==> src/sv/circular_double_ended_queue_defines.svh <==
// Assertion macros shared by the deque RTL.
// Define NO_ASSERTIONS at compile time to strip them.
`ifndef CIRCULAR_DOUBLE_ENDED_QUEUE_DEFINES_SVH
`define CIRCULAR_DOUBLE_ENDED_QUEUE_DEFINES_SVH

`ifndef NO_ASSERTIONS

// cond must hold at every clock edge outside reset
`define CDEQ_ASSERT_ALWAYS(label, clk, rst_n, cond, msg) \
    label: assert property (@(posedge clk) disable iff (!rst_n) (cond)) \
        else $error(msg);

// when pre holds, post must hold in the next cycle
`define CDEQ_ASSERT_NEXT(label, clk, rst_n, pre, post, msg) \
    label: assert property (@(posedge clk) disable iff (!rst_n) (pre) |=> (post)) \
        else $error(msg);

`else

`define CDEQ_ASSERT_ALWAYS(label, clk, rst_n, cond, msg)
`define CDEQ_ASSERT_NEXT(label, clk, rst_n, pre, post, msg)

`endif

`endif

==> src/sv/cdeq_pkg.sv <==
// Package for the circular double-ended queue: field widths, operation
// and status codes, controller-to-datapath command type. No dependencies.
package cdeq_pkg;

    localparam int MODE_W  = 2;
    localparam int VALUE_W = 32;
    localparam int STAT_W  = 2;
    localparam int OCC_W   = 4;

    localparam logic [MODE_W-1:0] MODE_PUSH_FRONT = 2'd0;
    localparam logic [MODE_W-1:0] MODE_PUSH_BACK  = 2'd1;
    localparam logic [MODE_W-1:0] MODE_POP_FRONT  = 2'd2;
    localparam logic [MODE_W-1:0] MODE_POP_BACK   = 2'd3;

    localparam logic [STAT_W-1:0] STAT_DONE     = 2'd0;
    localparam logic [STAT_W-1:0] STAT_OVERFLOW = 2'd1;
    localparam logic [STAT_W-1:0] STAT_EMPTY    = 2'd2;

    // controller -> datapath
    typedef struct packed {
        logic execute;   // run the accepted item against the store
        logic hold;      // result waiting for the sink; keep result registers
    } cdeq_cmd_t;

endpackage

==> src/sv/cdeq_if.sv <==
// Request and response channel interfaces for the deque.
// Depends on cdeq_pkg for field widths.
interface cdeq_req_if;
    logic                                 valid;
    logic                                 ready;
    logic [cdeq_pkg::MODE_W-1:0]          mode;
    logic signed [cdeq_pkg::VALUE_W-1:0]  push_value;

    modport source (output valid, output mode, output push_value, input ready);
    modport sink   (input valid, input mode, input push_value, output ready);
endinterface

interface cdeq_rsp_if;
    logic                                 valid;
    logic                                 ready;
    logic [cdeq_pkg::STAT_W-1:0]          status;
    logic signed [cdeq_pkg::VALUE_W-1:0]  popped_value;
    logic [cdeq_pkg::OCC_W-1:0]           occupancy;
    logic                                 is_empty;
    logic                                 is_full;

    modport source (output valid, output status, output popped_value,
                    output occupancy, output is_empty, output is_full, input ready);
    modport sink   (input valid, input status, input popped_value,
                    input occupancy, input is_empty, input is_full, output ready);
endinterface

==> src/sv/circular_double_ended_queue.sv <==
// Circular double-ended queue of DEPTH signed 32-bit words.
// An item is taken while the controller is idle; its result is valid the next cycle.
// The controller takes no new item until the sink has taken the result, and the
// result registers hold it until then.
// Reset (rst_n, async, active low) empties the queue; slot contents are not
// cleared and no clearing pass is run.
module circular_double_ended_queue #(
    parameter int DEPTH = 8     // 2 .. 15 slots (occupancy output is 4 bits)
) (
    input  logic           clk,
    input  logic           rst_n,
    cdeq_req_if.sink       req,
    cdeq_rsp_if.source     rsp
);

    cdeq_pkg::cdeq_cmd_t cmd;

    // Controller: takes an item when idle, then presents its result until the
    // sink takes it.
    cdeq_ctrl u_ctrl (
        .clk       (clk),
        .rst_n     (rst_n),
        .req_valid (req.valid),
        .req_ready (req.ready),
        .rsp_valid (rsp.valid),
        .rsp_ready (rsp.ready),
        .cmd       (cmd)
    );

    // Datapath: on execute, a push writes one slot and moves one pointer; a pop
    // moves one pointer and reads one slot, the RAM's registered read landing
    // just as the result goes valid. Refused items leave slots, pointers and count as they are.
    cdeq_dp #(
        .DEPTH (DEPTH)
    ) u_dp (
        .clk          (clk),
        .rst_n        (rst_n),
        .cmd          (cmd),
        .mode         (req.mode),
        .push_value   (req.push_value),
        .status       (rsp.status),
        .popped_value (rsp.popped_value),
        .occupancy    (rsp.occupancy),
        .is_empty     (rsp.is_empty),
        .is_full      (rsp.is_full)
    );

endmodule

==> src/sv/cdeq_ram.sv <==
// Generic simple dual-port RAM: one write port, one read port, registered read.
// No dependencies. Contents are undefined until written.
module cdeq_ram #(
    parameter int WIDTH = 32,
    parameter int DEPTH = 8,
    localparam int AW   = $clog2(DEPTH)
) (
    input  logic             clk,
    input  logic             wr_en,
    input  logic [AW-1:0]    wr_addr,
    input  logic [WIDTH-1:0] wr_data,
    input  logic             rd_en,
    input  logic [AW-1:0]    rd_addr,
    output logic [WIDTH-1:0] rd_data
);

    logic [WIDTH-1:0] mem_reg [DEPTH];
    logic [WIDTH-1:0] rd_data_reg;

    always_ff @(posedge clk)
    begin
        if (wr_en)
        begin
            mem_reg[wr_addr] <= wr_data;
        end
        if (rd_en)
        begin
            rd_data_reg <= mem_reg[rd_addr];
        end
    end

    assign rd_data = rd_data_reg;

endmodule

==> src/sv/cdeq_ctrl.sv <==
// Deque controller: two-state handshake sequencer, issues commands to the
// datapath. Depends on cdeq_pkg and the assertion macro header.
`include "circular_double_ended_queue_defines.svh"

module cdeq_ctrl (
    input  logic                clk,
    input  logic                rst_n,
    input  logic                req_valid,
    output logic                req_ready,
    output logic                rsp_valid,
    input  logic                rsp_ready,
    output cdeq_pkg::cdeq_cmd_t cmd
);

    localparam logic S_IDLE = 1'b0;   // waiting for an item
    localparam logic S_RESP = 1'b1;   // result held until taken

    logic state_reg;
    logic state_next;

    always_comb
    begin
        state_next = state_reg;
        case (state_reg)
            S_IDLE:
            begin
                if (req_valid)
                begin
                    state_next = S_RESP;
                end
            end
            S_RESP:
            begin
                if (rsp_ready)
                begin
                    state_next = S_IDLE;
                end
            end
            default:
            begin
                state_next = S_IDLE;
            end
        endcase
    end

    always_ff @(posedge clk or negedge rst_n)
    begin
        if (!rst_n)
        begin
            state_reg <= S_IDLE;
        end
        else
        begin
            state_reg <= state_next;
        end
    end

    assign req_ready   = (state_reg == S_IDLE);
    assign rsp_valid   = (state_reg == S_RESP);
    assign cmd.execute = req_valid && req_ready;
    assign cmd.hold    = rsp_valid && !rsp_ready;

    // an executed item always shows a result the next cycle
    `CDEQ_ASSERT_NEXT(a_exec_gives_result, clk, rst_n, cmd.execute, rsp_valid,
        "executed item did not produce a result")
    // an unaccepted result stays presented
    `CDEQ_ASSERT_NEXT(a_hold_keeps_result, clk, rst_n, cmd.hold, rsp_valid && !req_ready,
        "held result dropped or new item taken")

endmodule

==> src/sv/cdeq_dp.sv <==
// Deque datapath: head/tail pointers, occupancy count, slot RAM and result
// registers. Depends on cdeq_pkg, cdeq_ram and the assertion macro header.
`include "circular_double_ended_queue_defines.svh"

module cdeq_dp #(
    parameter int DEPTH = 8
) (
    input  logic                                clk,
    input  logic                                rst_n,
    input  cdeq_pkg::cdeq_cmd_t                 cmd,
    input  logic [cdeq_pkg::MODE_W-1:0]         mode,
    input  logic signed [cdeq_pkg::VALUE_W-1:0] push_value,
    output logic [cdeq_pkg::STAT_W-1:0]         status,
    output logic signed [cdeq_pkg::VALUE_W-1:0] popped_value,
    output logic [cdeq_pkg::OCC_W-1:0]          occupancy,
    output logic                                is_empty,
    output logic                                is_full
);

    localparam int IDX_W = $clog2(DEPTH);
    localparam int CNT_W = $clog2(DEPTH + 1);
    localparam logic [IDX_W-1:0] IDX_LAST = IDX_W'(DEPTH - 1);
    localparam logic [CNT_W-1:0] CNT_FULL = CNT_W'(DEPTH);

    logic [IDX_W-1:0] head_reg, head_next;
    logic [IDX_W-1:0] tail_reg, tail_next;
    logic [CNT_W-1:0] count_reg, count_next;
    logic [cdeq_pkg::STAT_W-1:0] status_reg, status_next;
    logic             pop_ok_reg, pop_ok_next;

    logic [IDX_W-1:0] head_inc, head_dec, tail_inc, tail_dec;
    logic             is_push, q_empty, q_full;

    logic                           wr_en, rd_en;
    logic [IDX_W-1:0]               wr_addr, rd_addr;
    logic [cdeq_pkg::VALUE_W-1:0]   rd_data;
    logic [CNT_W+cdeq_pkg::OCC_W-1:0] occ_wide;

    // wrap-around neighbours of both pointers
    always_comb
    begin
        head_inc = (head_reg == IDX_LAST) ? '0 : head_reg + 1'b1;
        head_dec = (head_reg == '0) ? IDX_LAST : head_reg - 1'b1;
        tail_inc = (tail_reg == IDX_LAST) ? '0 : tail_reg + 1'b1;
        tail_dec = (tail_reg == '0) ? IDX_LAST : tail_reg - 1'b1;
    end

    assign q_empty = (count_reg == '0);
    assign q_full  = (count_reg == CNT_FULL);
    assign is_push = (mode == cdeq_pkg::MODE_PUSH_FRONT) ||
                     (mode == cdeq_pkg::MODE_PUSH_BACK);

    always_comb
    begin
        head_next   = head_reg;
        tail_next   = tail_reg;
        count_next  = count_reg;
        status_next = status_reg;
        pop_ok_next = pop_ok_reg;
        wr_en       = 1'b0;
        wr_addr     = tail_reg;
        rd_en       = 1'b0;
        rd_addr     = head_reg;
        if (cmd.execute)
        begin
            status_next = cdeq_pkg::STAT_DONE;
            pop_ok_next = 1'b0;
            if (is_push)
            begin
                if (q_full)
                begin
                    status_next = cdeq_pkg::STAT_OVERFLOW;
                end
                else
                begin
                    wr_en      = 1'b1;
                    count_next = count_reg + 1'b1;
                    if (mode == cdeq_pkg::MODE_PUSH_FRONT)
                    begin
                        wr_addr   = head_dec;
                        head_next = head_dec;
                    end
                    else
                    begin
                        wr_addr   = tail_reg;
                        tail_next = tail_inc;
                    end
                end
            end
            else
            begin
                if (q_empty)
                begin
                    status_next = cdeq_pkg::STAT_EMPTY;
                end
                else
                begin
                    rd_en       = 1'b1;
                    pop_ok_next = 1'b1;
                    count_next  = count_reg - 1'b1;
                    if (mode == cdeq_pkg::MODE_POP_FRONT)
                    begin
                        rd_addr   = head_reg;
                        head_next = head_inc;
                    end
                    else
                    begin
                        rd_addr   = tail_dec;
                        tail_next = tail_dec;
                    end
                end
            end
        end
    end

    always_ff @(posedge clk or negedge rst_n)
    begin
        if (!rst_n)
        begin
            head_reg   <= '0;
            tail_reg   <= '0;
            count_reg  <= '0;
            status_reg <= cdeq_pkg::STAT_DONE;
            pop_ok_reg <= 1'b0;
        end
        else
        begin
            head_reg   <= head_next;
            tail_reg   <= tail_next;
            count_reg  <= count_next;
            status_reg <= status_next;
            pop_ok_reg <= pop_ok_next;
        end
    end

    cdeq_ram #(
        .WIDTH (cdeq_pkg::VALUE_W),
        .DEPTH (DEPTH)
    ) u_slots (
        .clk     (clk),
        .wr_en   (wr_en),
        .wr_addr (wr_addr),
        .wr_data (push_value),
        .rd_en   (rd_en),
        .rd_addr (rd_addr),
        .rd_data (rd_data)
    );

    assign occ_wide     = {{cdeq_pkg::OCC_W{1'b0}}, count_reg};
    assign occupancy    = occ_wide[cdeq_pkg::OCC_W-1:0];
    assign status       = status_reg;
    assign popped_value = pop_ok_reg ? $signed(rd_data) : '0;
    assign is_empty     = q_empty;
    assign is_full      = q_full;

    // distance from head to tail around the ring
    logic [CNT_W:0] ptr_gap;
    always_comb
    begin
        if (tail_reg >= head_reg)
        begin
            ptr_gap = (CNT_W+1)'(tail_reg) - (CNT_W+1)'(head_reg);
        end
        else
        begin
            ptr_gap = (CNT_W+1)'(tail_reg) + (CNT_W+1)'(DEPTH) - (CNT_W+1)'(head_reg);
        end
    end

    `CDEQ_ASSERT_ALWAYS(a_count_bound, clk, rst_n, count_reg <= CNT_FULL,
        "occupancy above depth")
    `CDEQ_ASSERT_ALWAYS(a_ptr_consistent, clk, rst_n,
        (ptr_gap == (CNT_W+1)'(count_reg)) || ((ptr_gap == '0) && q_full),
        "pointers disagree with occupancy")
    `CDEQ_ASSERT_NEXT(a_refused_no_change, clk, rst_n,
        cmd.execute && ((is_push && q_full) || (!is_push && q_empty)),
        $stable(count_reg) && $stable(head_reg) && $stable(tail_reg),
        "refused item changed queue state")

endmodule
==> src/flat_wrapper.sv <==
// flat-port wrapper written by rule: the top's interface ports become plain ports
module circular_double_ended_queue_flat 
#(
    parameter int DEPTH = 8                                                  
)
  (clk, rst_n, req_valid, req_mode, req_push_value, req_ready, rsp_valid, rsp_status, rsp_popped_value, rsp_occupancy, rsp_is_empty, rsp_is_full, rsp_ready);
  cdeq_req_if req_i ();
  cdeq_rsp_if rsp_i ();
  input  logic clk;
  input  logic rst_n;
  input wire logic [$bits(req_i.valid)-1:0] req_valid;
  input wire logic [$bits(req_i.mode)-1:0] req_mode;
  input wire logic [$bits(req_i.push_value)-1:0] req_push_value;
  output wire logic [$bits(req_i.ready)-1:0] req_ready;
  output wire logic [$bits(rsp_i.valid)-1:0] rsp_valid;
  output wire logic [$bits(rsp_i.status)-1:0] rsp_status;
  output wire logic [$bits(rsp_i.popped_value)-1:0] rsp_popped_value;
  output wire logic [$bits(rsp_i.occupancy)-1:0] rsp_occupancy;
  output wire logic [$bits(rsp_i.is_empty)-1:0] rsp_is_empty;
  output wire logic [$bits(rsp_i.is_full)-1:0] rsp_is_full;
  input wire logic [$bits(rsp_i.ready)-1:0] rsp_ready;
  assign req_i.valid = req_valid;
  assign req_i.mode = req_mode;
  assign req_i.push_value = req_push_value;
  assign req_ready = req_i.ready;
  assign rsp_valid = rsp_i.valid;
  assign rsp_status = rsp_i.status;
  assign rsp_popped_value = rsp_i.popped_value;
  assign rsp_occupancy = rsp_i.occupancy;
  assign rsp_is_empty = rsp_i.is_empty;
  assign rsp_is_full = rsp_i.is_full;
  assign rsp_i.ready = rsp_ready;
  circular_double_ended_queue #(.DEPTH(DEPTH)) u_core (.clk(clk), .rst_n(rst_n), .req(req_i), .rsp(rsp_i));
endmodule
==> config.mk <==
export PLATFORM = sky130hd
export DESIGN_NAME = circular_double_ended_queue_flat
export DESIGN_NICKNAME = d
export VERILOG_FILES = /design/src/sv/cdeq_pkg.sv /design/src/sv/cdeq_if.sv /design/src/sv/circular_double_ended_queue.sv /design/src/sv/cdeq_ram.sv /design/src/sv/cdeq_ctrl.sv /design/src/sv/cdeq_dp.sv /design/src/flat_wrapper.sv
export VERILOG_INCLUDE_DIRS = /design/src /design/src/sv
export SDC_FILE = /design/constraint.sdc
export NUM_CORES = 1
export LEC_CHECK = 0
export BUFFER_PORTS_ARGS = -buffer_cell sky130_fd_sc_hd__buf_4
export CORE_ASPECT_RATIO = 1.25
export CORE_MARGIN = 2
export CORE_UTILIZATION = 25
export DETAILED_ROUTE_END_ITERATION = 16
export PLACE_DENSITY = 0.52
export SYNTH_ARGS = -nofsm -noshare
export SYNTH_HDL_FRONTEND = slang
export SYNTH_SLANG_ARGS = --single-unit
==> constraint.sdc <==
create_clock -name clk -period 3.2 [get_ports clk]
set_input_delay 0.64 -clock clk [delete_from_list [all_inputs] [get_ports clk]]
set_output_delay 0.64 -clock clk [all_outputs]
set_load 0.005 [all_outputs]
==> summary.md <==
| Metric | Value |
|---|---|
| Multi-input logic area | `a little over 0.005 sq mm` |
| Hold Crit Class | `primary input to flop` |
| Sequential area share after synthesis | `0.617` |
| Skew final | `~22 ps` |
| Post-Syn Instances | `between 1k and 1.5k` |
| Slew Limit Fails | `0` |
| Share of layout cells above drive strength 1 | `0.197` |
| Std cell rows | `99` |
| # nets final | `1155` |
| Worst path buffer plus inverter count | `2` |
| Average cell area after synthesis | `between 10 and 15 sq um` |
| Max stage delay on crit path | `720 ps` |
| Initial DRT Pass Iterations | `5` |
| WP data arrival | `around 3100 ps` |
| Yosys top cell area share | `0.593` |
| CP max-delay cell | `or4_4` |
| Post-synth net total | `between 1k and 1.5k` |
| DR DRC count | `0` |
| Synth-to-Final Area Change | `17.0%` |
| Maximum VDD drop | `399 uV` |
| Initial core utilization | `0.252` |
| Flops & latches, synth | `302` |
| Leak | `between 5 and 6 nW` |
| Status | `finished clean` |
| Synth warnings | `0` |
| Clk buf depth | `3` |
| Core footprint | `0.0580 sq mm` |
| ANT nets after route | `0` |
| Top post-synthesis cells by area | `edfxtp_1, o211ai_1, mux2i_1` |
| Root Buffer | `clkbuf_16` |
| Min Tclk post-route | `between 2000 and 3000 ps` |
| Critical path origin | `u_core.u_dp.occupancy[1]` |
| Top_reg_cell synth | `edfxtp_1` |
| CP Class | `flop to flop` |
| Total power | `13.6 mW` |
| Cell count after placement | `~1.8k` |
| Total GRT Usage | `0.128` |
| Final period utilization | `0.848` |
| Max Cap Violations | `0` |
| Worst-path cell chain | `or4_4 -> clkinv_8 -> o21ai_1 -> o2111ai_2 -> buf_4 -> o22ai_1 -> a221oi_2` |
| Register area | `roughly 0.009 sq mm` |
| Largest net degree at the start of global routing | `129` |
| Clk slew on worst S/H paths | `around 60 ps` |
| Largest area contributor in the synthesized netlist | `edfxtp_1` |
| Least-Margin Pin Slew | `934 ps` |
| Die X-Extent | `approximately 220 um` |
| First-pass GRT wire length | `between 50000 and 60000 um` |
| Crit-path max FO | `32` |
| CTS Sinks | `about 300` |
| Initial antenna violation count | `0` |
| Vias in the first global route | `between 9k and 10k` |
| Routed vias | `about 9.6k` |
| PortBufs | `79` |
| Worst min-delay path startpoint | `rsp_ready` |
| Synth async-reset ratio | `0.0464` |
| Type of origin of the critical path | `flop` |
| IO Count | `80` |
| Fillcell total | `around 5.9k` |
| Non-Filler Instances | `1887` |
| Die H | `around 270 um` |
| Slew headroom | `0.377` |
| WL final | `between 30000 and 40000 um` |
| Congestion Overflow GR | `0` |
| Synth unique cells | `between 40 and 50` |
| RSZ-0062 raised after global routing | `no` |
| Post_cts resized | `0` |
| Hpwl dp | `~22000 um` |
| Full die area | `between 0.06 and 0.07 sq mm` |
| Wirelength per Cell | `20.9 um` |
| Mapped cell area | `about 0.015 sq mm` |
| H-tree depth | `1` |
| Number of vias per cell | `between 5 and 6` |
| Power per cell area | `approximately 800 mW/mm^2` |
| Crit end category | `flop` |
| Ant diodes | `0` |
| Post-synth EDFFs | `between 200 and 300` |
| Final hold violation count | `0` |
| Max FFs per register | `~260` |
| Post-CTS Setup Inserts | `0` |
| RePlAce Congestion | `0.740` |
| Worst reg2reg startpoint | `u_core.u_dp.occupancy[1]` |
| Final setup violation count | `0` |
| Top delay family on crit path | `compound AO/OA/AOI/OAI gates` |
| Req. time, crit path | `about 3600 ps` |
| CTS Hold Bufs | `1` |
| Fmax | `0.368 GHz` |
| Clk_lat worst skew | `about 580 ps` |
| Hold Slack | `approximately 240 ps` |
| Cts bufs inserted | `31` |
| TritonCTS clock tree | `built` |
| 1st-iter DRT viols | `689` |
layout make-up:
type | count | share of cell area
clock buffers | 34 | 0.0462
clock inverters | 23 | 0.00829
flip-flops and latches | 302 | 0.528
multi-input cells | 642 | 0.296
repair buffers | 118 | 0.0631
well taps | 757 | 0.0555
inverters | 11 | 0.00316
cell usage in the layout, fill, tap and decap left out, types with 7 or more instances in the layout:
cell / count
buf_4: 102
clkinv_1: 10
nand2b_1: 68
a22o_1: 64
mux2i_1: 67
ha_1: 10
buf_12: 15
o21ai_0: 12
o211ai_1: 128
clkinv_2: 7
nor2_4: 9
edfxtp_1: 288
and2_1: 33
nand2_1: 75
o22ai_1: 32
inv_1: 8
o2111ai_1: 64
dfrtp_1: 11
a221oi_2: 32
clkbuf_16: 31
cell usage after synthesis (14+ instances only):
master and n:
nand2_1 75, nand2b_1 68, a22o_1 64, edfxtp_1 288, o211ai_1 128, a221oi_2 32, buf_2 25, clkbuf_1 71
dfrtp_1 14, o2111ai_1 65, o22ai_1 32, and2_1 33, mux2i_1 67
metal layers:
layer	track usage	vias to the layer above	wire (um)	part of all wire
met5	0	-	0	0
met4	0.0466	0	1120	0.028
met3	0.0181	70	2100	0.053
met2	0.224	284	19700	0.50
met1	0.161	4839	16500	0.42
li1	-	4373	-	-
worst paths after layout:
| check | endpoint | slack, ps | cells after the start |
|---|---|---|---|
| setup / recovery | u_core.u_dp.u_slots.rd_data[24] | 490 | 7 |
| setup reg to reg | u_core.u_dp.u_slots.rd_data[24] | 490 | 7 |
| min in group asynchronous | u_core.u_dp.occupancy[0] | 450 | 2 |
| max in group asynchronous | u_core.u_dp.head_reg[0] | 2560 | 2 |
| hold / removal | u_core.u_ctrl.rsp_valid | 240 | 2 |
| hold reg to reg | u_core.u_dp.status[1] | 490 | 2 |
logic make-up after synthesis:
kind of cell,after synthesis,synth area share
xor gates and xnor gates,6,0.00360
adders and majority gates,11,0.00995
buffers and inverters,126,0.0442
muxes,69,0.0475
AOI/OAI and AO/OA,348,0.201
DFF,302,0.617
and+or+nand+nor,208,0.0761
power breakdown:
group,total [mW],switching [mW],leakage (nW),internal (mW)
Clock,3.34,1.50,0.448,1.84
Combinational,5.37,3.31,2.46,2.06
Sequential,4.93,0.156,2.77,4.77
Total,13.6,4.97,5.68,8.67
metrics by stage:
stage | TNS [ps] | area [sq um] | util | setup WS (ps)
2_1_floorplan | -14660 | 14600 | - | -207
3_3_place_gp | 0 | 16100 | 0.278 | 467
3_5_place_dp | 0 | 16100 | 0.278 | 489
4_1_cts | 0 | 17100 | 0.294 | 491
5_1_grt | 0 | 17100 | 0.294 | 383
6_report | 0 | 17100 | 0.294 | 485
Power figures use the tool's default switching activity.
